===== config.mk =====
export PLATFORM = sky130hd
export DESIGN_NAME = tca_front
export DESIGN_NICKNAME = d
export VERILOG_FILES = /design/src/hdl/tca_pkg.sv /design/src/hdl/tca_front.sv
export SDC_FILE = /design/constraint.sdc
export NUM_CORES = 2
export LEC_CHECK = 0
export BUFFER_PORTS_ARGS = -buffer_cell sky130_fd_sc_hd__buf_2
export CAP_MARGIN = 15
export CORE_MARGIN = 1.5
export CORE_UTILIZATION = 55
export DETAILED_ROUTE_END_ITERATION = 7
export GPL_ROUTABILITY_DRIVEN = 0
export PLACE_DENSITY = 0.83
export SLEW_MARGIN = 15
export SYNTH_ARGS = -nofsm -noshare
export SYNTH_HDL_FRONTEND = slang
export SYNTH_SLANG_ARGS = --single-unit

===== constraint.sdc =====
create_clock -name clk_i -period 6.55 [get_ports clk_i]
set_input_delay 0.9825 -clock clk_i [delete_from_list [all_inputs] [get_ports clk_i]]
set_output_delay 0.9825 -clock clk_i [all_outputs]
set_load 0.03 [all_outputs]

===== src/hdl/tca_pkg.sv =====
`default_nettype none

package tca_pkg;

  // Side format.
  localparam int SIDE_WIDTH     = 16;
  localparam int SIDE_FRAC_BITS = 8;

  // Result format: unsigned Q15.16 area, saturated to 31 bits.
  localparam int AREA_W = 31;
  localparam int RAD_W  = 2 * AREA_W;
  localparam int REM_W  = AREA_W + 3;

  // Heron term widths. The perimeter needs two extra bits. Each difference
  // needs one, because for a triangle it is positive and below the sum of two sides.
  localparam int SUM_W  = SIDE_WIDTH + 2;
  localparam int DIF_W  = SIDE_WIDTH + 1;
  localparam int PRD1_W = SUM_W + DIF_W;
  localparam int PRD2_W = 2 * DIF_W;
  localparam int LO_W   = PRD2_W / 2;
  localparam int HI_W   = PRD2_W - LO_W;
  localparam int PROD_W = PRD1_W + PRD2_W;

  // The product is scaled by 2^(32 - 4*frac) / 16. The left shift is applied
  // first, so the bits shifted out on the right are simply dropped.
  localparam int SHIFT_UP = 28;
  localparam int SHIFT_DN = 4 * SIDE_FRAC_BITS;
  localparam int SCL_W    = PROD_W + SHIFT_UP;

  typedef enum logic [1:0] {
    KIND_EQUILATERAL = 2'd0,
    KIND_ISOSCELES   = 2'd1,
    KIND_SCALENE     = 2'd2,
    KIND_NONE        = 2'd3
  } tca_kind_e;

  // Flags that travel along with an item.
  typedef struct packed {
    logic      is_tri;
    tca_kind_e kind;
  } tca_flag_t;

  // Contents of one square-root cell.
  typedef struct packed {
    tca_flag_t          flag;
    logic               sat;
    logic [RAD_W-1:0]   rad;
    logic [REM_W-1:0]   rem;
    logic [AREA_W-1:0]  root;
  } tca_cell_t;

endpackage

`default_nettype wire


===== src/hdl/tca_front.sv =====
`default_nettype none

// Four stage front end: inequality test and kind, Heron terms, two
// partial-product stages, then the scaled radicand for the root chain.
module tca_front
  import tca_pkg::*;
(
  input  wire logic                  clk_i,
  input  wire logic                  rst_ni,
  input  wire logic                  up_valid_i,
  output logic                       up_ready_o,
  input  wire logic [SIDE_WIDTH-1:0] side_a_i,
  input  wire logic [SIDE_WIDTH-1:0] side_b_i,
  input  wire logic [SIDE_WIDTH-1:0] side_c_i,
  output logic                       dn_valid_o,
  input  wire logic                  dn_ready_i,
  output tca_cell_t                  dn_data_o
);

  logic v1_q, v2_q, v3_q, v4_q;
  logic rdy1, rdy2, rdy3, rdy4;

  tca_flag_t          flag1_d, flag1_q, flag2_q, flag3_q;
  logic [SUM_W-1:0]   sum_d, sum_q;
  logic [DIF_W-1:0]   dif1_d, dif2_d, dif3_d, dif1_q, dif2_q, dif3_q;
  logic [PRD1_W-1:0]  p1_d, p1_q;
  logic [PRD2_W-1:0]  p2_d, p2_q;
  logic [PRD1_W+LO_W-1:0] pl_d, pl_q;
  logic [PRD1_W+HI_W-1:0] ph_d, ph_q;
  logic [PROD_W-1:0]  prod;
  logic [SCL_W-1:0]   scaled;
  tca_cell_t          c4_d, c4_q;
  logic               eq_ab, eq_ac, eq_bc;

  assign rdy4       = ~v4_q | dn_ready_i;
  assign rdy3       = ~v3_q | rdy4;
  assign rdy2       = ~v2_q | rdy3;
  assign rdy1       = ~v1_q | rdy2;
  assign up_ready_o = rdy1;
  assign dn_valid_o = v4_q;
  assign dn_data_o  = c4_q;

  // Stage 1: strict inequalities, kind and the four Heron terms.
  always_comb begin
    eq_ab = (side_a_i == side_b_i);
    eq_ac = (side_a_i == side_c_i);
    eq_bc = (side_b_i == side_c_i);
    flag1_d.is_tri = ({1'b0, side_a_i} + {1'b0, side_b_i} > {1'b0, side_c_i}) &&
                     ({1'b0, side_a_i} + {1'b0, side_c_i} > {1'b0, side_b_i}) &&
                     ({1'b0, side_b_i} + {1'b0, side_c_i} > {1'b0, side_a_i});
    if (!flag1_d.is_tri) begin
      flag1_d.kind = KIND_NONE;
    end else if (eq_ab && eq_ac) begin
      flag1_d.kind = KIND_EQUILATERAL;
    end else if (eq_ab || eq_ac || eq_bc) begin
      flag1_d.kind = KIND_ISOSCELES;
    end else begin
      flag1_d.kind = KIND_SCALENE;
    end
    sum_d  = SUM_W'(side_a_i) + SUM_W'(side_b_i) + SUM_W'(side_c_i);
    dif1_d = DIF_W'({1'b0, side_b_i} + {1'b0, side_c_i} - {1'b0, side_a_i});
    dif2_d = DIF_W'({1'b0, side_a_i} + {1'b0, side_c_i} - {1'b0, side_b_i});
    dif3_d = DIF_W'({1'b0, side_a_i} + {1'b0, side_b_i} - {1'b0, side_c_i});
  end

  // Stage 2: two narrow products. Stage 3: the wide product is split on
  // the second factor into two partial products.
  always_comb begin
    p1_d = PRD1_W'(sum_q) * PRD1_W'(dif1_q);
    p2_d = PRD2_W'(dif2_q) * PRD2_W'(dif3_q);
    pl_d = (PRD1_W+LO_W)'(p1_q) * (PRD1_W+LO_W)'(p2_q[LO_W-1:0]);
    ph_d = (PRD1_W+HI_W)'(p1_q) * (PRD1_W+HI_W)'(p2_q[PRD2_W-1:LO_W]);
  end

  // Stage 4: recombine, scale, and flag radicands that exceed the root range.
  always_comb begin
    prod   = PROD_W'(pl_q) + (PROD_W'(ph_q) << LO_W);
    scaled = (SCL_W'(prod) << SHIFT_UP) >> SHIFT_DN;
    c4_d.flag = flag3_q;
    c4_d.sat  = |scaled[SCL_W-1:RAD_W];
    c4_d.rad  = scaled[RAD_W-1:0];
    c4_d.rem  = '0;
    c4_d.root = '0;
  end

  always_ff @(posedge clk_i or negedge rst_ni) begin
    if (!rst_ni) begin
      v1_q <= 1'b0;
      v2_q <= 1'b0;
      v3_q <= 1'b0;
      v4_q <= 1'b0;
    end else begin
      if (rdy1) v1_q <= up_valid_i;
      if (rdy2) v2_q <= v1_q;
      if (rdy3) v3_q <= v2_q;
      if (rdy4) v4_q <= v3_q;
    end
  end

  always_ff @(posedge clk_i) begin
    if (rdy1 && up_valid_i) begin
      flag1_q <= flag1_d;
      sum_q   <= sum_d;
      dif1_q  <= dif1_d;
      dif2_q  <= dif2_d;
      dif3_q  <= dif3_d;
    end
    if (rdy2 && v1_q) begin
      flag2_q <= flag1_q;
      p1_q    <= p1_d;
      p2_q    <= p2_d;
    end
    if (rdy3 && v2_q) begin
      flag3_q <= flag2_q;
      pl_q    <= pl_d;
      ph_q    <= ph_d;
    end
    if (rdy4 && v3_q) begin
      c4_q <= c4_d;
    end
  end

endmodule

`default_nettype wire


Word level (Yosys, flattened, before mapping)
Cells that the tools add are included.
{"block": "classes", "add_sub_neg": 9, "n_eq_ne": 3, "order_cmp": 3, "multipliers": 4, "bitwise": 8, "reduce_logical": 10, "muxes": 2}
{"operator": "$mul A35 B17 Y52", "n": 2}
{"operator": "$add A52 B69 Y69", "n": 1}
{"operator": "$add A16 B16 Y17", "n": 4}
{"operator": "$gt A17 B16 Y1", "n": 3}
{"operator": "$sub A17 B16 Y17", "n": 3}
{"operator": "$eq A16 B16 Y1", "n": 3}
{"operator": "$mul A18 B17 Y35", "n": 1}
{"operator": "$mul A17 B17 Y34", "n": 1}
{"operator": "$add A17 B16 Y18", "n": 1}
{"operator": "$logic_and A1 B1 Y1", "n": 7}
{"operator": "$mux W2", "n": 2}
{"operator": "$not A1 Y1", "n": 4}
{"operator": "$or A1 B1 Y1", "n": 4}
{"operator": "$reduce_or A3 Y1", "n": 1}
{"operator": "$logic_or A1 B1 Y1", "n": 2}
{"block": "word_totals", "in_bits": 52, "register_bits": 321, "elab_cells": 61}

Longest topological paths before layout
{"block": "logic_depth", "depth_word": 6, "mapped_depth": 27, "mapped_depth_nobuf": 25}

Worst setup path after synthesis
OpenSTA, ideal clock, no wires.
{"block": "synth_timing", "path_kind": "register -> register", "startpoint": "reg p2_q[25]", "endpoint": "reg ph_q[49], data pin", "arrival_time_ps": 6372, "path_stages_with_launch": 26, "path_buffers": 2, "t_required_ps": 6291, "setup_slack_ps": -80, "period_less_slack_ps": 6630, "cell_sequence": "edfxtp_1 clkbuf_1 clkbuf_1 nand2_1 fa_1 inv_1 fa_1 inv_1 fa_1 inv_1 fa_1 fa_1 inv_1 fa_1 inv_1 ha_1 and2_1 o2111a_1 a22oi_2 o211ai_2 a31o_2 a211o_1 a211o_1 a221o_1 a21oi_2 xnor2_1"}
{"block": "synth_between", "elab_chain_len": 1}
{"item": "start: declaration", "line": "tca_front.sv:27", "text": "logic [PRD2_W-1:0] p2_d, p2_q;"}
{"item": "start signal: assignment", "line": "tca_front.sv:111", "text": "p2_q <= p2_d;"}
{"item": "$mul A35 B17 Y52", "line": "tca_front.sv:72", "text": "ph_d = (PRD1_W+HI_W)'(p1_q) * (PRD1_W+HI_W)'(p2_q[PRD2_W-1:LO_W]);"}
{"item": "via ph_d[49]", "line": "tca_front.sv:29", "text": "logic [PRD1_W+HI_W-1:0] ph_d, ph_q;"}
{"item": "end signal: assignment", "line": "tca_front.sv:116", "text": "ph_q <= ph_d;"}
{"item": "end: declaration", "line": "tca_front.sv:29"}
The timed path passes the listed nets, and every way through them passes these cells.
A chain may end at the register's enable or synchronous reset.

Worst setup path after layout
{"block": "layout_timing", "startpoint": "reg p2_q[22]", "endpoint": "reg ph_q[45], data pin"}
Same word-level chain as after synthesis.

==> results.txt <==
In this run, post-CTS hold repair placed 0 buffers. The least setup slack across all paths after layout is -0.3342 ns. The worst register-to-register path has a depth of 24. The average via count per standard cell came out at between 5 and 6.

The buffer cell driving the clock tree root is sky130_fd_sc_hd__clkbuf_16. The category of the most critical setup path is flop to flop. The remaining antenna violation count is 0. The total number of placement rows is 133.

The placed instance count came out at 10,037. From bottom edge to top edge, the die measures 368.5 µm. Measured against its own limit, the worst slew margin works out to 0.3300. STA puts the critical path data required time at 6.92 ns.

After clock tree synthesis, the clock-pin slew on the worst setup and hold paths is 0.07 ns. Dividing the detail-routed wire length by the instance count gives roughly 20 µm. The sum of overflow across all layers after global routing is 0. The transition at the pin with the smallest max-transition slack came out at ~1 ns. After routing, the total negative slack on setup checks comes to -3.026 ns.

The clock skew is 0.02374 ns. The capture instance of the worst register-to-register path is ph_q[45]. The delay contributed by the slowest stage of the critical path came out at 0.55 ns. The number of nets in the layout came out at ~11,000. The overall fraction of global-route tracks in use came out at 0.2942. Walking the worst path, the cells encountered are buf_6, buf_4, and2_4, fa_2, inv_1, fa_2, fa_1, inv_1, fa_1, fa_1, inv_1, fa_1, inv_2, ha_4, and3_4, o2111a_1, a22oi_2, o211ai_2, a31o_2, a211o_1, a211o_4, and3_4, a311oi_4, xnor2_2. The min-delay analysis places its worst path in the category input port to async pin. The number of detailed-routing iterations run before antenna repair came out at 8. The initial antenna violation count is 2.

The cell area after placement is 79,180 µm². The fraction of final layout cells sized beyond drive strength 1 is 0.1217. The run finished, with violations left.

The worst setup path is captured at a flop. The worst-case register-to-register setup slack is -0.33 ns. The start of the worst register-to-register path is p2_q[22]. The most numerous cell type found on the critical path is sky130_fd_sc_hd__fa_1. The arrival time at the worst endpoint is 7.25 ns.

Setup repair after global routing could not meet its margin everywhere. The later pin in the worst-skew pair is clocked with a latency of about 0.64 ns. The detailed router placed 58,021 vias in this run.

The total DRC errors in the routed layout came out at 11. The number of hold violations in the final report came out at 0. The first global-routing pass estimated between 300,000 and 400,000 µm of wire.

The worst setup path is launched from a flop. The maximum number of pins on one net before global-route repair came out at just over 70. The maximum clock path buffer count came out at 3.

The final number of max-transition violations came to 0. The count of final setup violators is 21. The number of distinct library cells after synthesis is 74. The layout overhead on the synthesized area came out at 12.70%. The total wire length came out at 203,100 µm.

The fraction of registers with async set or reset after synthesis came out at 0.01274. The routed design could run at a clock period as short as 6.884 ns. The number of enable flip-flop cells after synthesis came out at 310. In this run, the number of DRC markers left after iteration 0 of detailed routing was 5,871. The share of the cycle needed by the critical path after routing is 1.051.

The final cell utilization of the core came out at 0.6276. Of the synthesized area, sequential elements account for 0.1280. The CTS tree is built. The initial core utilization came out at 0.5569.

In this run the tool buffered the top-level ports with roughly 120 buffer cells. The checks that failed: DRC, setup timing. The deepest level of the CTS H-tree came out at 2.

The total number of yosys warnings is 0. The number of global-route vias before repair came out at 62,344. Detailed placement finished with a half-perimeter wire length of 159,600 µm. The count of pins on the block boundary came out at 185.

The maximum clock frequency came out at 0.1453 GHz. The count of max-cap constraint violations came out at 0. The critical-path maximum fanout is 7. The area of the die is 135,800 µm². Among all stages on the critical path, the largest delay is contributed by sky130_fd_sc_hd__fa_2. The number of sinks handled by clock tree synthesis came out at around 310. Clock tree synthesis inserted a total of 39 buffers. For this run, the leading register cell type out of synthesis is sky130_fd_sc_hd__edfxtp_1.

The post-synthesis average cell area is 9.182 µm². The number of standard cells in the layout, taps in and fillers out came out at between 10,000 and 15,000. The die is 368.5 µm wide.

Synthesis produced 8,003 cells. The core region is 132,000 µm². Synthesis inferred 314 register bits. The cell area after layout is 82,820 µm². The total inserted antenna cells came out at 0. The post-synth design cell area is between 70,000 and 80,000 µm².
## area by class of cell
cell class | count | area [µm²]
flip-flops and latches | 314 | 9409
multi-input cells | 5512 | 56790
well taps | 1755 | 2196
clock buffers | 47 | 1027
repair buffers | 744 | 6289
fillers | 9602 | 49150
inverters | 1841 | 6910
clock inverters | 23 | 193.9
## worst max-delay path: cells and delay by family (launching register included)
kind	cells	cell delay, ns
adders and majority gates	7	3.02
AOI/OAI and AO/OA	7	1.90
buffers and inverters	6	0.57
DFF	1	0.46
xor gates and xnor gates	1	0.11
and+or+nand+nor	3	0.54
## worst max-delay path by stage
stage / start / end / slack [ns] / cells after the start
finish: p2_q[22] / ph_q[45] / -0.33 / 24
global placement: p1_q[5] / pl_q[51] / -0.26 / 24
floorplan: p2_q[25] / ph_q[49] / 0.008 / 24
CTS: p1_q[8] / ph_q[45] / -0.27 / 23
detailed placement: p2_q[22] / ph_q[44] / -0.47 / 26
global route: p2_q[25] / ph_q[45] / -0.52 / 24
## per-layer routing
metal  vias up  GRT usage  routed length [µm]
li1      24874          -                   -
met1     28629     0.3553               72040
met2      3507     0.4897               95320
met3      1007    0.07179               22440
met4         4     0.1506               13240
met5         -          0                  28
## cell usage in the layout, fill, tap and decap left out, types with 96 or more instances in the layout
master and instances:
sky130_fd_sc_hd__edfxtp_1 310, sky130_fd_sc_hd__fa_1 1460, sky130_fd_sc_hd__a21o_1 125, sky130_fd_sc_hd__a21oi_1 206
sky130_fd_sc_hd__nand2_1 1284, sky130_fd_sc_hd__buf_2 120, sky130_fd_sc_hd__buf_4 511, sky130_fd_sc_hd__xnor2_1 200
sky130_fd_sc_hd__o21ai_0 96, sky130_fd_sc_hd__nor2_1 143, sky130_fd_sc_hd__ha_1 575, sky130_fd_sc_hd__and2_1 614
sky130_fd_sc_hd__inv_1 1818
## Yosys cell counts, types with 34 or more instances
library cell | number | share of area
sky130_fd_sc_hd__edfxtp_1 | 310 | 0.13
sky130_fd_sc_hd__o21a_1 | 49 | 0.0050
sky130_fd_sc_hd__and2_1 | 631 | 0.054
sky130_fd_sc_hd__buf_4 | 65 | 0.0066
sky130_fd_sc_hd__nand2_1 | 1299 | 0.066
sky130_fd_sc_hd__nand4_1 | 35 | 0.0030
sky130_fd_sc_hd__xor2_1 | 82 | 0.0098
sky130_fd_sc_hd__nor2b_1 | 34 | 0.0029
sky130_fd_sc_hd__a21o_1 | 125 | 0.013
sky130_fd_sc_hd__inv_1 | 1841 | 0.094
sky130_fd_sc_hd__nor2_1 | 148 | 0.0076
sky130_fd_sc_hd__fa_1 | 1475 | 0.40
sky130_fd_sc_hd__xnor2_1 | 205 | 0.024
sky130_fd_sc_hd__ha_1 | 614 | 0.10
sky130_fd_sc_hd__nand3_1 | 53 | 0.0036
sky130_fd_sc_hd__clkbuf_1 | 334 | 0.017
sky130_fd_sc_hd__o21ai_0 | 114 | 0.0078
sky130_fd_sc_hd__a21oi_1 | 237 | 0.016
## registers in the layout (all words and copies together) (netlist names)
register,flops
dn_data_o,66
ph_q,52
pl_q,48
p1_q,35
p2_q,33
sum_q,18
dif1_q,17
dif2_q,16
dif3_q,16
c4_d,3
flag1_q,3
flag2_q,3
dn_valid_o,1
v1_q,1
v2_q,1
v3_q,1
## metrics by stage
step / setup slack, ns / hold slack (ns)
after global placement: -0.2640 / 0.4009
after global routing: -0.5182 / 0.1392
after CTS: -0.2729 / 0.1150
after floorplan: 0.007927 / 0.4003
final: -0.3342 / 0.1394
after detailed placement: -0.4683 / 0.4054
## timing repair
item | CTS | global route
setup buffers | 54 | 73
cloned | 1 | 3
resized for setup | 87 | 206
pin swaps | 69 | 139
endpoints found under the setup margin | 40 | 50
## kinds of logic (layout without fill, tap and decap cells)
kind of cell | count (synthesis) | in the layout | synth area share
and+or+nand+nor | 2339 | 2339 | 0.1489
buffers and inverters | 2241 | 2655 | 0.1178
adders and majority gates | 2089 | 2089 | 0.5064
AOI/OAI and AO/OA | 731 | 731 | 0.06450
DFF | 314 | 314 | 0.1280
xor gates and xnor gates | 287 | 287 | 0.03421
other | 1 | 65 | 0.00005103
muxes | 1 | 1 | 0.0001362
Power is not shown: default switching activity piles up to over one toggle a cycle in this logic, so the estimate is an artifact.
