<file path="src/hdl/tca_pkg.sv">
`default_nettype none

package tca_pkg;

  // Side format.
  localparam int SIDE_WIDTH     = 16;
  localparam int SIDE_FRAC_BITS = 8;

  // Result format: unsigned Q15.16 area, saturated to 31 bits.
  localparam int AREA_W = 31;
  localparam int RAD_W  = 2 * AREA_W;
  localparam int REM_W  = AREA_W + 3;

  // Heron term widths. The perimeter needs two extra bits. Each difference
  // needs one, because for a triangle it is positive and below the sum of two sides.
  localparam int SUM_W  = SIDE_WIDTH + 2;
  localparam int DIF_W  = SIDE_WIDTH + 1;
  localparam int PRD1_W = SUM_W + DIF_W;
  localparam int PRD2_W = 2 * DIF_W;
  localparam int LO_W   = PRD2_W / 2;
  localparam int HI_W   = PRD2_W - LO_W;
  localparam int PROD_W = PRD1_W + PRD2_W;

  // The product is scaled by 2^(32 - 4*frac) / 16. The left shift is applied
  // first, so the bits shifted out on the right are simply dropped.
  localparam int SHIFT_UP = 28;
  localparam int SHIFT_DN = 4 * SIDE_FRAC_BITS;
  localparam int SCL_W    = PROD_W + SHIFT_UP;

  typedef enum logic [1:0] {
    KIND_EQUILATERAL = 2'd0,
    KIND_ISOSCELES   = 2'd1,
    KIND_SCALENE     = 2'd2,
    KIND_NONE        = 2'd3
  } tca_kind_e;

  // Flags that travel along with an item.
  typedef struct packed {
    logic      is_tri;
    tca_kind_e kind;
  } tca_flag_t;

  // Contents of one square-root cell.
  typedef struct packed {
    tca_flag_t          flag;
    logic               sat;
    logic [RAD_W-1:0]   rad;
    logic [REM_W-1:0]   rem;
    logic [AREA_W-1:0]  root;
  } tca_cell_t;

endpackage

`default_nettype wire

</file>
<file path="src/hdl/tca_sqrt_cell.sv">
`default_nettype none

// One restoring square-root step: brings down the next two radicand bits
// and decides one root bit.
module tca_sqrt_cell
  import tca_pkg::*;
(
  input  wire logic      clk_i,
  input  wire logic      rst_ni,
  input  wire logic      up_valid_i,
  output logic           up_ready_o,
  input  wire tca_cell_t up_data_i,
  output logic           dn_valid_o,
  input  wire logic      dn_ready_i,
  output tca_cell_t      dn_data_o
);

  logic             valid_q;
  tca_cell_t        data_d, data_q;
  logic [REM_W-1:0] rem_sh;
  logic [REM_W-1:0] trial;
  logic             take;

  assign up_ready_o = ~valid_q | dn_ready_i;
  assign dn_valid_o = valid_q;
  assign dn_data_o  = data_q;

  always_comb begin
    rem_sh = {up_data_i.rem[REM_W-3:0], up_data_i.rad[RAD_W-1:RAD_W-2]};
    trial  = {1'b0, up_data_i.root, 2'b01};
    take   = (rem_sh >= trial);
    data_d      = up_data_i;
    data_d.rad  = {up_data_i.rad[RAD_W-3:0], 2'b00};
    data_d.rem  = take ? (rem_sh - trial) : rem_sh;
    data_d.root = {up_data_i.root[AREA_W-2:0], take};
  end

  always_ff @(posedge clk_i or negedge rst_ni) begin
    if (!rst_ni) begin
      valid_q <= 1'b0;
    end else if (up_ready_o) begin
      valid_q <= up_valid_i;
    end
  end

  always_ff @(posedge clk_i) begin
    if (up_ready_o && up_valid_i) begin
      data_q <= data_d;
    end
  end

endmodule

`default_nettype wire

</file>
<file path="config.mk">
export PLATFORM = sky130hd
export DESIGN_NAME = tca_sqrt_cell
export DESIGN_NICKNAME = d
export VERILOG_FILES = /design/src/hdl/tca_pkg.sv /design/src/hdl/tca_sqrt_cell.sv
export SDC_FILE = /design/constraint.sdc
export NUM_CORES = 1
export LEC_CHECK = 0
export BUFFER_PORTS_ARGS = -buffer_cell sky130_fd_sc_hd__buf_4
export CELL_PAD_IN_SITES_DETAIL_PLACEMENT = 2
export CELL_PAD_IN_SITES_GLOBAL_PLACEMENT = 2
export CORE_UTILIZATION = 32
export DETAILED_ROUTE_END_ITERATION = 8
export PLACE_DENSITY = 0.93
export SETUP_SLACK_MARGIN = 0.02
export SKIP_CTS_REPAIR_TIMING = 1
export SLEW_MARGIN = 25
export SYNTH_ARGS = -nofsm -noshare
export SYNTH_HDL_FRONTEND = slang
export SYNTH_SLANG_ARGS = --single-unit
export TNS_END_PERCENT = 1
</file>
<file path="constraint.sdc">
create_clock -name clk_i -period 7.6 [get_ports clk_i]
set_input_delay 0.38 -clock clk_i [delete_from_list [all_inputs] [get_ports clk_i]]
set_output_delay 0.38 -clock clk_i [all_outputs]
set_load 0.02 [all_outputs]
</file>
; ---- Word level (Yosys, flattened, before mapping)
; Cells that the tools add are included.
[totals]
reg_bits = 130
output_inout_bits = 133
word_cells = 13
[op_classes]
add_sub_neg = 1
magnitude_cmp = 1
mux = 1
n_bitwise = 2
reduce_logical = 1
[ops]
columns = operator, count
row1 = $ge A34 B33 Y1, 1
row2 = $mux W34, 1
row3 = $sub A34 B33 Y34, 1
row4 = $logic_and A1 B1 Y1, 1
row5 = $not A1 Y1, 1
row6 = $or A1 B1 Y1, 1

; ---- Depth between registers and ports, before layout
; Gate-level depths: netlist (run 1).
[logic_depth]
depth_word = 3
depth_mapped = 13
mapped_depth_nobuf = 11

; ---- Worst setup path before layout (run 1)
; No wires, ideal clock.
[synth_timing]
kind = reg-to-reg
startpoint = register valid_q, in the netlist dn_valid_o
endpoint = register data_q (netlist bit dn_data_o[0]) (enable)
setup_time_ns = 0.503
t_arrival_ns = 3.708
t_required_ns = 7.097
setup_slack_ns = 3.389
stages_incl_launch_ff = 3
period_less_slack_ns = 4.211
cell_sequence = dfrtp_1 > nand2b_1 > and2_1
[synth_between]
elab_chain_len = 3
[synth_rtl]
columns = element, line_no
row1 = "start, declared", tca_sqrt_cell.sv:18  ; logic valid_q;
row2 = "start signal, assigned", tca_sqrt_cell.sv:42  ; valid_q <= up_valid_i;
row3 = $not A1 Y1, tca_sqrt_cell.sv:24  ; assign up_ready_o = ~valid_q | dn_ready_i;
row4 = $or A1 B1 Y1, tca_sqrt_cell.sv:24
row5 = net up_ready_o, tca_sqrt_cell.sv:11  ; output logic up_ready_o,
row6 = $logic_and A1 B1 Y1, tca_sqrt_cell.sv:47  ; if (up_ready_o && up_valid_i) begin
row7 = "end signal, assigned", tca_sqrt_cell.sv:48  ; data_q <= data_d;
row8 = "end, declared", tca_sqrt_cell.sv:19  ; tca_cell_t data_d, data_q;
; The timed path passes the listed nets, and every way through them passes these cells.
; A chain may end at the register's enable or synchronous reset.

==> results.cfg, run 1 <==
[run_status]
outcome = completed

[cells_and_area]
nets = 946
layout_commonest_cell = buf_4
final_cell_mix = 264 x buf_4, 129 x edfxtp_1, 52 x a21oi_1
area_growth_pct = 44.4
fin_util_pct = 47.0
drive_gt1_share_pct = 39.7

[route]
vias_per_cell = 5.29
avgRoutedWirePerCell_um = 27.6
initialDrtViolationCount = 365
drc = 0
routed_wl_mm = 29.1
via_count = 5581
dr.pass1.iters = 4
ant_nets = 0

[worst_setup_path]
crit_top_cell = o211ai_1
cpMaxStageDelayCell = and4_4
cp_max_fo = 47
cp-start-kind = input pin
critPathCaptureType = flip-flop
crit_buf_inv = 3
critPathArrivalTime_ns = 3.92
path_class = input pin to flip-flop
crit_family = simple AND/OR/NAND/NOR gates
crit_required_ns = 7.79
worstPathCellList = buf_4 > inv_1 > ha_1 > a21oi_1 > o211ai_1 > a221o_1 > o211ai_1 > and4_4 > inv_2 > and3_1 > mux2_2 > nor3_1
critPathMaxStageDelay_ns = 0.49

[clock_tree]
cts-root-buf = clkbuf_16
cts_buffers = 17
worstSkewPairLatency_ns = 0.43
cts_tree = done
clock_sinks = 130
clk_pin_slew_ns = 0.07
cts_buffer_depth = 2
cts_max_level = 4

[global_routing]
grt_first_pass_wirelength_mm = 41.5
grt_overflow = 0
grt_start_max_net_pins = 71
grt_usage_pct = 28.9
first_global_vias = 6113
antenna_found_initial = 1

[min_path]
hold_class = input pin to flip-flop

[floorplanning]
fp.dieW_um = 143
core_area_mm2 = 0.0195
fp.dieH_um = 143
dieArea_mm2 = 0.0204
start_util_pct = 32.5
ios = 268
row_count = 51

[timing]
fin_worst_skew_ns = 0.00769
tightest_slew_ns = 0.985
final-setup-viol-count = 0
rsz0062_at_grt = false
maxSlewViolCount = 0
timing.final.crit_share_pct = 49.1
slew_headroom_pct = 34.3
fin_tns_setup_ns = 0
min_period_ns = 3.73
max_freq_mhz = 268
finalHoldViolCount = 0

[yosys]
avgSynthCellArea_um2 = 12.3
ys.flop_type = edfxtp_1
synth_edf_count = 129
ys_async_sr_fraction_pct = 0.769
ys_seq_area_share_pct = 61.6
synth-seq-cells = 130
netlist_top_cells_area = edfxtp_1 61%, ha_1 6.5%, a21oi_1 4.1%, nor2_1 2.9%, inv_1 2.5%
netlist_instances = 516
synth.cell_area_mm2 = 0.00633
yosysTopAreaCell = edfxtp_1
yosysWarnings = 0
synth_top_cell_area_share_pct = 61.2
synth_cell_types = 59

[placement]
place_congestion = 0.838
dp_hpwl_mm = 18.9
portBuffers = 263

[run]
maxCapViolations = 0

[power_and_ir_drop]
leakage_nw = 3.88
peakVddDrop_mv = 0.166
power_density_mw_per_mm2 = 245
## metal layers
layer	track usage (%)	vias to the layer above	part of all wire, %
met4	12.7	0	3.9
met3	8.22	56	7.0
met2	53.1	274	52
met5	0	-	0
li1	-	2418	-
met1	30.5	2833	37
## per-stage QoR
step | hold slack (ns) | total power [W] | cells | setup WS, ns | instance area (µm²)
2_1_floorplan | 0.0844 | 0.00114 | 517 | 3.39 | 6340
3_3_place_gp | 0.155 | 0.00131 | 1023 | 3.80 | 8530
3_5_place_dp | 0.161 | 0.00134 | 1023 | 3.58 | 8530
4_1_cts | -0.289 | 0.00224 | 1054 | 3.86 | 9140
5_1_grt | 0.105 | 0.00230 | 1056 | 3.70 | 9150
6_report | 0.122 | 0.00224 | 1056 | 3.87 | 9150
## path summary, 6_finish.rpt
kind	endpoint	slack [ns]	depth (start not counted)	start
max	dn_data_o[62]$_DFFE_PP_	3.87	12	up_data_i[12]
min	dn_data_o[121]$_DFFE_PP_	0.12	1	up_data_i[119]
max reg2reg	dn_data_o[36]$_DFFE_PP_	4.95	3	dn_valid_o$_DFFE_PN0N_
min reg2reg	dn_valid_o$_DFFE_PN0N_	0.69	2	dn_valid_o$_DFFE_PN0N_
max in group asynchronous	dn_valid_o$_DFFE_PN0N_	7.23	2	rst_ni
min in group asynchronous	dn_valid_o$_DFFE_PN0N_	0.29	2	rst_ni
## worst reg2reg max path: stages (launching register included)
cell and delay (ns):
dfrtp_1 0.41, nand2b_1 0.15, and2_4 0.76, buf_4 0.88
## synthesized netlist by cell type, types with 2 or more instances
cell type and number:
and4_1 2, inv_1 42, nand3_1 8, buf_2 9, o21bai_1 3, a21o_1 4, o21ai_0 22, a21boi_1 2
a31oi_1 4, o221ai_2 2, nor3_1 10, o211ai_1 6, mux2_2 3, xor2_1 13, o41ai_1 2, a41oi_1 2
nand4_1 8, nand2_1 30, and3_1 2, o21a_1 2, or2_1 2, nor2_1 49, ha_1 33, a211o_1 2
clkbuf_1 8, buf_4 5, nor2b_1 6, xnor2_1 17, a2111oi_2 2, a21oi_1 52, o21ai_1 3, edfxtp_1 129
nand2b_1 6
## final cells by class
type	count	area [µm²]
Fill cell	1947	10300
Sequential cell	130	3900
Multi-Input combinational cell	321	2160
Timing Repair Buffer	265	1990
Clock buffer	17	425
Tap cell	265	332
Clock inverter	14	180
Inverter	43	161
Antenna cell	1	2.50
## flip-flops by register name, indices dropped and copies added (netlist names)
name	count
dn_data_o	129
dn_valid_o	1
## power by group
group / internal (W) / total, W / leakage (nW) / switching, W
registers: 0.000857 / 0.000881 / 1.24 / 0.0000239
logic: 0.000186 / 0.000481 / 2.35 / 0.000295
clock network: 0.000519 / 0.000875 / 0.290 / 0.000356
## kinds of logic (layout without fill, tap and decap cells)
logic type,Yosys count,count (layout),synth area share (%)
fa+ha+maj,33,33,6.52
compound gates,120,120,12.5
mux,3,3,0.533
flops,130,130,61.6
xor+xnor,30,30,4.15
simple gates,133,133,10.2
buf+inv,66,339,4.50
other cells,1,3,0.0592
No activity file was read; power rests on OpenSTA's default activity.
==> inputs of run 2 (changes only) <==
--- a/config.mk
+++ b/config.mk
@@ -5,12 +5,13 @@
 export SDC_FILE = /design/constraint.sdc
 export NUM_CORES = 1
 export LEC_CHECK = 0
+export ABC_AREA = 1
 export BUFFER_PORTS_ARGS = -buffer_cell sky130_fd_sc_hd__buf_4
 export CELL_PAD_IN_SITES_DETAIL_PLACEMENT = 2
 export CELL_PAD_IN_SITES_GLOBAL_PLACEMENT = 2
-export CORE_UTILIZATION = 32
+export CORE_UTILIZATION = 29
 export DETAILED_ROUTE_END_ITERATION = 8
-export PLACE_DENSITY = 0.93
+export PLACE_DENSITY = 0.88
 export SETUP_SLACK_MARGIN = 0.02
 export SKIP_CTS_REPAIR_TIMING = 1
 export SLEW_MARGIN = 25
==> constraint.sdc (replaced) <==
create_clock -name clk_i -period 3.8 [get_ports clk_i]
set_input_delay 0.19 -clock clk_i [delete_from_list [all_inputs] [get_ports clk_i]]
set_output_delay 0.19 -clock clk_i [all_outputs]
set_load 0.02 [all_outputs]
==> results.cfg, run 2 <==
[run_status]
outcome = complete, but fails checks
violations = negative hold slack

[timing]
slew_headroom_pct = 33.2
hold_ws_ns = -0.000818
min_period_ns = 2.80
final-setup-viol-count = 0
tightest_slew_ns = 1.00
max_freq_mhz = 357
fin_worst_skew_ns = 0.0145
setup_slack_ns = 1.00
fin_tns_setup_ns = 0
timing.final.crit_share_pct = 73.6
maxSlewViolCount = 0
rsz0062_at_grt = false
finalHoldViolCount = 1

[route]
via_count = 7325
drc = 0
dr.pass1.iters = 4
ant_nets = 0
routed_wl_mm = 37.0
initialDrtViolationCount = 375
vias_per_cell = 4.89
avgRoutedWirePerCell_um = 24.7

[power_and_ir_drop]
peakVddDrop_mv = 0.306
power_density_mw_per_mm2 = 426
leakage_nw = 5.33

[global_routing]
grt.busiest_layer = met2
grt_start_max_net_pins = 71
use_met2_pct = 40.9
grtUsageMet3_pct = 4.26
antenna_found_initial = 0
first_global_vias = 7267
grt_overflow = 0
grt_first_pass_wirelength_mm = 41.7
met1_usage_pct = 24.1
grt_usage_pct = 21.6

[clock_tree]
cts_buffer_depth = 2
worstSkewPairLatency_ns = 0.46
cts-root-buf = clkbuf_16
cts_max_level = 4
clk_pin_slew_ns = 0.08
cts_tree = done
cts_buffers = 17
clock_sinks = 130

[cells_and_area]
final_cell_mix = 272 x nand2_1, 265 x buf_4, 129 x edfxtp_1
layout_commonest_cell = nand2_1
drive_gt1_share_pct = 31.3
nets = 1330
largest_reg_flops = 129
area_growth_pct = 52.6
num_antenna_cells = 0
final_cell_area_mm2 = 0.0111
fill_cells = 2652

[placement]
pre_cts_ws_ns = 1.22
portBuffers = 263
place_congestion = 0.845
placed_area_mm2 = 0.00958
dp_hpwl_mm = 21.2

[yosys]
synth_top_cell_area_share_pct = 53.3
netlist_top_cells_area = edfxtp_1 53%, nand2_1 14%, inv_1 6.6%, ha_1 5.7%, nor2_1 2.4%
synth-seq-cells = 130
yosysWarnings = 0
ys.flop_type = edfxtp_1
synth.cell_area_mm2 = 0.00727
ys_seq_area_share_pct = 53.6
avgSynthCellArea_um2 = 9.21
netlist_instances = 790
ys_async_sr_fraction_pct = 0.769
yosysTopAreaCell = edfxtp_1
synth_cell_types = 37
synth_edf_count = 129
yosysMostFrequentCell = nand2_1
yosys-top-cells-count = 272 x nand2_1, 129 x edfxtp_1, 128 x inv_1

[worst_setup_path]
critPathArrivalTime_ns = 2.97
cpMaxStageDelayCell = dlygate4sd3_1
critPathCaptureType = flip-flop
crit_buf_inv = 3
crit_required_ns = 3.98
path_class = input pin to flip-flop
crit_top_cell = nand2_2
worstPathCellList = dlygate4sd3_1 > buf_4 > inv_1 > ha_1 > nand2_2 > nor2_1 > and3_1 > nand2_2 > nand2_2 > nand2_4 > nand2_1 > nand2_1
crit_family = simple AND/OR/NAND/NOR gates
critPathMaxStageDelay_ns = 0.55
cp-start-kind = input pin
cp_max_fo = 33

[floorplanning]
fp.dieW_um = 160
ios = 268
dieArea_mm2 = 0.0257
start_util_pct = 29.7
fp.dieH_um = 160
row_count = 57
core_area_mm2 = 0.0245

[run]
maxCapViolations = 0

[min_path]
hold_class = input pin to flip-flop
==> run 2: cell count changes after synthesis, sizes merged, moves of 6 or more <==
cell | previous run | this run
inv | 43 | 135
xnor2 | 17 | 2
buf | 15 | 8
clkbuf | 8 | 0
o211ai | 6 | 0
nor2 | 49 | 59
nand2b | 6 | 0
a21oi | 53 | 27
nor2b | 6 | 0
nor3 | 11 | 4
o21ai | 25 | 8
nand3b | 1 | 12
nand2 | 30 | 304
nand3 | 9 | 34
==> run 2: final timing paths <==
| kind | end | slack (ns) | startpoint | depth (start not counted) |
|---|---|---|---|---|
| setup / recovery | dn_data_o[58]$_DFFE_PP_ | 1.00 | up_data_i[23] | 12 |
| hold / removal | dn_valid_o$_DFFE_PN0N_ | -0.0008 | up_valid_i | 3 |
| setup reg to reg | dn_data_o[24]$_DFFE_PP_ | 1.98 | dn_valid_o$_DFFE_PN0N_ | 2 |
| hold reg to reg | dn_valid_o$_DFFE_PN0N_ | 0.65 | dn_valid_o$_DFFE_PN0N_ | 2 |
| max in group asynchronous | dn_valid_o$_DFFE_PN0N_ | 3.64 | rst_ni | 2 |
| min in group asynchronous | dn_valid_o$_DFFE_PN0N_ | 0.07 | rst_ni | 2 |
==> run 2: area by class of cell <==
class,instances,area [µm²],area share (%)
clock buffer,18,429,3.87
tap,324,405,3.65
inverter,135,507,4.56
timing repair buffer,360,2940,26.5
sequential,130,3900,35.1
multi-input combinational,518,2780,25.0
clock inverter,14,143,1.28
==> run 2: stage by stage <==
step | power, W | std cells | hold WS, ns | utilization (%)
final | 0.00473 | 1499 | -0.000818 | 45.4
after global routing | 0.00488 | 1499 | 0.00989 | 45.4
after CTS | 0.00451 | 1404 | -0.488 | 41.5
after detailed placement | 0.00281 | 1372 | -0.0207 | 39.2
after global placement | 0.00275 | 1372 | -0.0216 | 39.2
after floorplan | 0.00238 | 791 | -0.106 | -
==> run 2: power by group <==
group / total, W / internal (W) / switching [W]
logic: 0.00121 / 0.000452 / 0.000755
registers: 0.00176 / 0.00171 / 0.0000492
clock network: 0.00177 / 0.000922 / 0.000845
total: 0.00473 / 0.00309 / 0.00165
==> run 2: logic make-up after synthesis <==
| kind of cell | count (synthesis) | share of synthesized area [%] |
|---|---|---|
| flops | 130 | 53.6 |
| xor+xnor | 16 | 1.93 |
| compound gates | 41 | 3.34 |
| simple gates | 426 | 27.0 |
| other cells | 1 | 0.0516 |
| fa+ha+maj | 33 | 5.68 |
| buf+inv | 143 | 8.40 |
==> run 2: worst reg2reg max path, delay by kind of cell, from the launching register on <==
family	cells	cell delay, ns
AOI/OAI and AO/OA	1	0.17
buffers and inverters	1	0.75
DFF	1	0.44
==> run 2: metal layers <==
layer / vias to the layer above / part of all wire (%)
met4: 0 / 3.5
met5: - / 0
met2: 304 / 51
met1: 3669 / 41
li1: 3279 / -
met3: 73 / 5.0
==> inputs of run 3 (changes only) <==
--- a/config.mk
+++ b/config.mk
@@ -5,11 +5,11 @@
 export SDC_FILE = /design/constraint.sdc
 export NUM_CORES = 1
 export LEC_CHECK = 0
-export ABC_AREA = 1
+export ABC_AREA = 0
 export BUFFER_PORTS_ARGS = -buffer_cell sky130_fd_sc_hd__buf_4
 export CELL_PAD_IN_SITES_DETAIL_PLACEMENT = 2
 export CELL_PAD_IN_SITES_GLOBAL_PLACEMENT = 2
-export CORE_UTILIZATION = 29
+export CORE_UTILIZATION = 30
 export DETAILED_ROUTE_END_ITERATION = 8
 export PLACE_DENSITY = 0.88
 export SETUP_SLACK_MARGIN = 0.02
==> constraint.sdc (replaced) <==
create_clock -name clk_i -period 2.7 [get_ports clk_i]
set_input_delay 0.135 -clock clk_i [delete_from_list [all_inputs] [get_ports clk_i]]
set_output_delay 0.135 -clock clk_i [all_outputs]
set_load 0.02 [all_outputs]
==> results.cfg, run 3 (same netlist as run 1, synthesis figures left out) <==
[timing]
setup_slack_ns = -0.376
max_freq_mhz = 325
fin_tns_setup_ns = -1.43
final-setup-viol-count = 16
timing.final.crit_share_pct = 114
finalHoldViolCount = 0
slew_headroom_pct = 57.4
min_period_ns = 3.08
tightest_slew_ns = 0.632
fin_worst_skew_ns = 0.0174
maxSlewViolCount = 0

[worst_setup_path]
reg2reg_to = dn_data_o[56]$_DFFE_PP_
reg2reg_slack_ns = 0.88
crit_required_ns = 2.88
path_class = input pin to flip-flop
cp-start-kind = input pin
setup.worst_path.start = up_data_i[2]
reg2reg_from = dn_valid_o$_DFFE_PN0N_
r2r_cells = 3
critPathArrivalTime_ns = 3.25
cp_max_fo = 8
critPathCaptureType = flip-flop

[cells_and_area]
layout_commonest_cell = buf_4
ff_latch_area_mm2 = 0.00390
nets = 1099
final_cell_mix = 320 x buf_4, 129 x edfxtp_1, 96 x dlygate4sd3_1
drive_gt1_share_pct = 39.4
largest_reg_flops = 129
area_growth_pct = 67.8
multiInputGateArea_mm2 = 0.00217
fill_cells = 1980
final_cell_area_mm2 = 0.0106

[run_status]
outcome = complete, but fails checks
violations = negative setup slack

[route]
via_count = 6606
ant_nets = 0
dr.pass1.iters = 5
initialDrtViolationCount = 672
routed_wl_mm = 37.8
vias_per_cell = 5.44
drc = 0
avgRoutedWirePerCell_um = 31.1

[global_routing]
grt_start_max_net_pins = 50
met1_usage_pct = 26.0
grt_first_pass_wirelength_mm = 40.0
grt_overflow = 0
use_met2_pct = 48.7
antenna_found_initial = 2
grt.busiest_layer = met2
grtUsageMet3_pct = 5.81
grt_usage_pct = 25.0
first_global_vias = 6411

[power_and_ir_drop]
peakVddDrop_mv = 0.459
leakage_nw = 4.60
power_density_mw_per_mm2 = 659

[floorplanning]
fp.dieW_um = 147
core_area_mm2 = 0.0205
start_util_pct = 30.9
dieArea_mm2 = 0.0217
row_count = 52
fp.dieH_um = 147
ios = 268

[clock_tree]
worstSkewPairLatency_ns = 0.44
cts_buffer_depth = 2
cts_tree = done
cts-root-buf = clkbuf_16
clk_pin_slew_ns = 0.07
cts_buffers = 17
cts_max_level = 4
clock_sinks = 130

[run]
maxCapViolations = 0

[placement]
place_congestion = 0.807
pre_cts_ws_ns = -0.285
portBuffers = 263
placed_area_mm2 = 0.00900
dp_hpwl_mm = 19.3

[min_path]
hold_class = input pin to asynchronous set/reset pin
-- run 3: changes by cell type in the layout (fill, tap and decap cells not counted), moves of 14 or more --
| cell | before | now |
|---|---|---|
| a21oi_1 | 23 | 52 |
| nand3_1 | 22 | 8 |
| nand2_2 | 27 | 0 |
| xnor2_1 | 2 | 17 |
| buf_4 | 265 | 320 |
| inv_1 | 128 | 42 |
| o21ai_0 | 6 | 22 |
| nand2_1 | 272 | 30 |
-- run 3: layout make-up --
class                      instances  area share [%]
antenna                            2          0.0471
inverter                          43            1.52
clock inverter                    14            2.13
sequential                       130            36.7
timing repair buffer             418            32.0
clock buffer                      17            4.00
multi-input combinational        321            20.4
tap                              270            3.18
-- run 3: layer usage --
layer | part of all wire, % | vias to the layer above
met4 | 3.0 | 0
met3 | 7.2 | 89
met2 | 50 | 421
met1 | 40 | 3372
li1 | - | 2724
met5 | 0 | -
-- run 3: how the worst max path moves through the flow --
stage | slack, ns | endpoint | depth (start not counted)
3_5_place_dp | -0.29 | dn_data_o[64]$_DFFE_PP_ | 12
5_1_grt | -0.27 | dn_data_o[62]$_DFFE_PP_ | 13
2_1_floorplan | 0.18 | dn_data_o[62]$_DFFE_PP_ | 10
6_report | -0.38 | dn_data_o[62]$_DFFE_PP_ | 13
3_3_place_gp | -0.05 | dn_data_o[64]$_DFFE_PP_ | 12
4_1_cts | 0.05 | dn_data_o[64]$_DFFE_PP_ | 12
-- run 3: critical path, stage by stage --
cell	delay, ns
buf_4	0.09
inv_1	0.07
ha_1	0.46
a21oi_1	0.28
nor2b_1	0.33
a2111oi_2	0.13
buf_4	0.16
o211ai_1	0.22
and4_4	0.32
inv_2	0.14
and3_1	0.21
mux2_2	0.28
nor3_1	0.41
-- run 3: where the power goes --
group	leakage [nW]	internal (W)	total (W)	switching (W)
Combinational	3.04	0.000715	0.00172	0.00100
Sequential	1.24	0.00241	0.00249	0.0000837
Clock	0.318	0.00166	0.00279	0.00113
Total	4.60	0.00478	0.00701	0.00222
-- run 3: stage by stage --
step	hold slack, ns	util, %	power [W]	cells
floorplan	-0.161	-	0.00320	517
global placement	-0.0892	43.9	0.00380	1086
finish	0.0165	51.9	0.00701	1215
CTS	-0.539	47.1	0.00658	1117
global route	0.0169	51.9	0.00713	1214
detailed placement	-0.0867	43.9	0.00390	1086
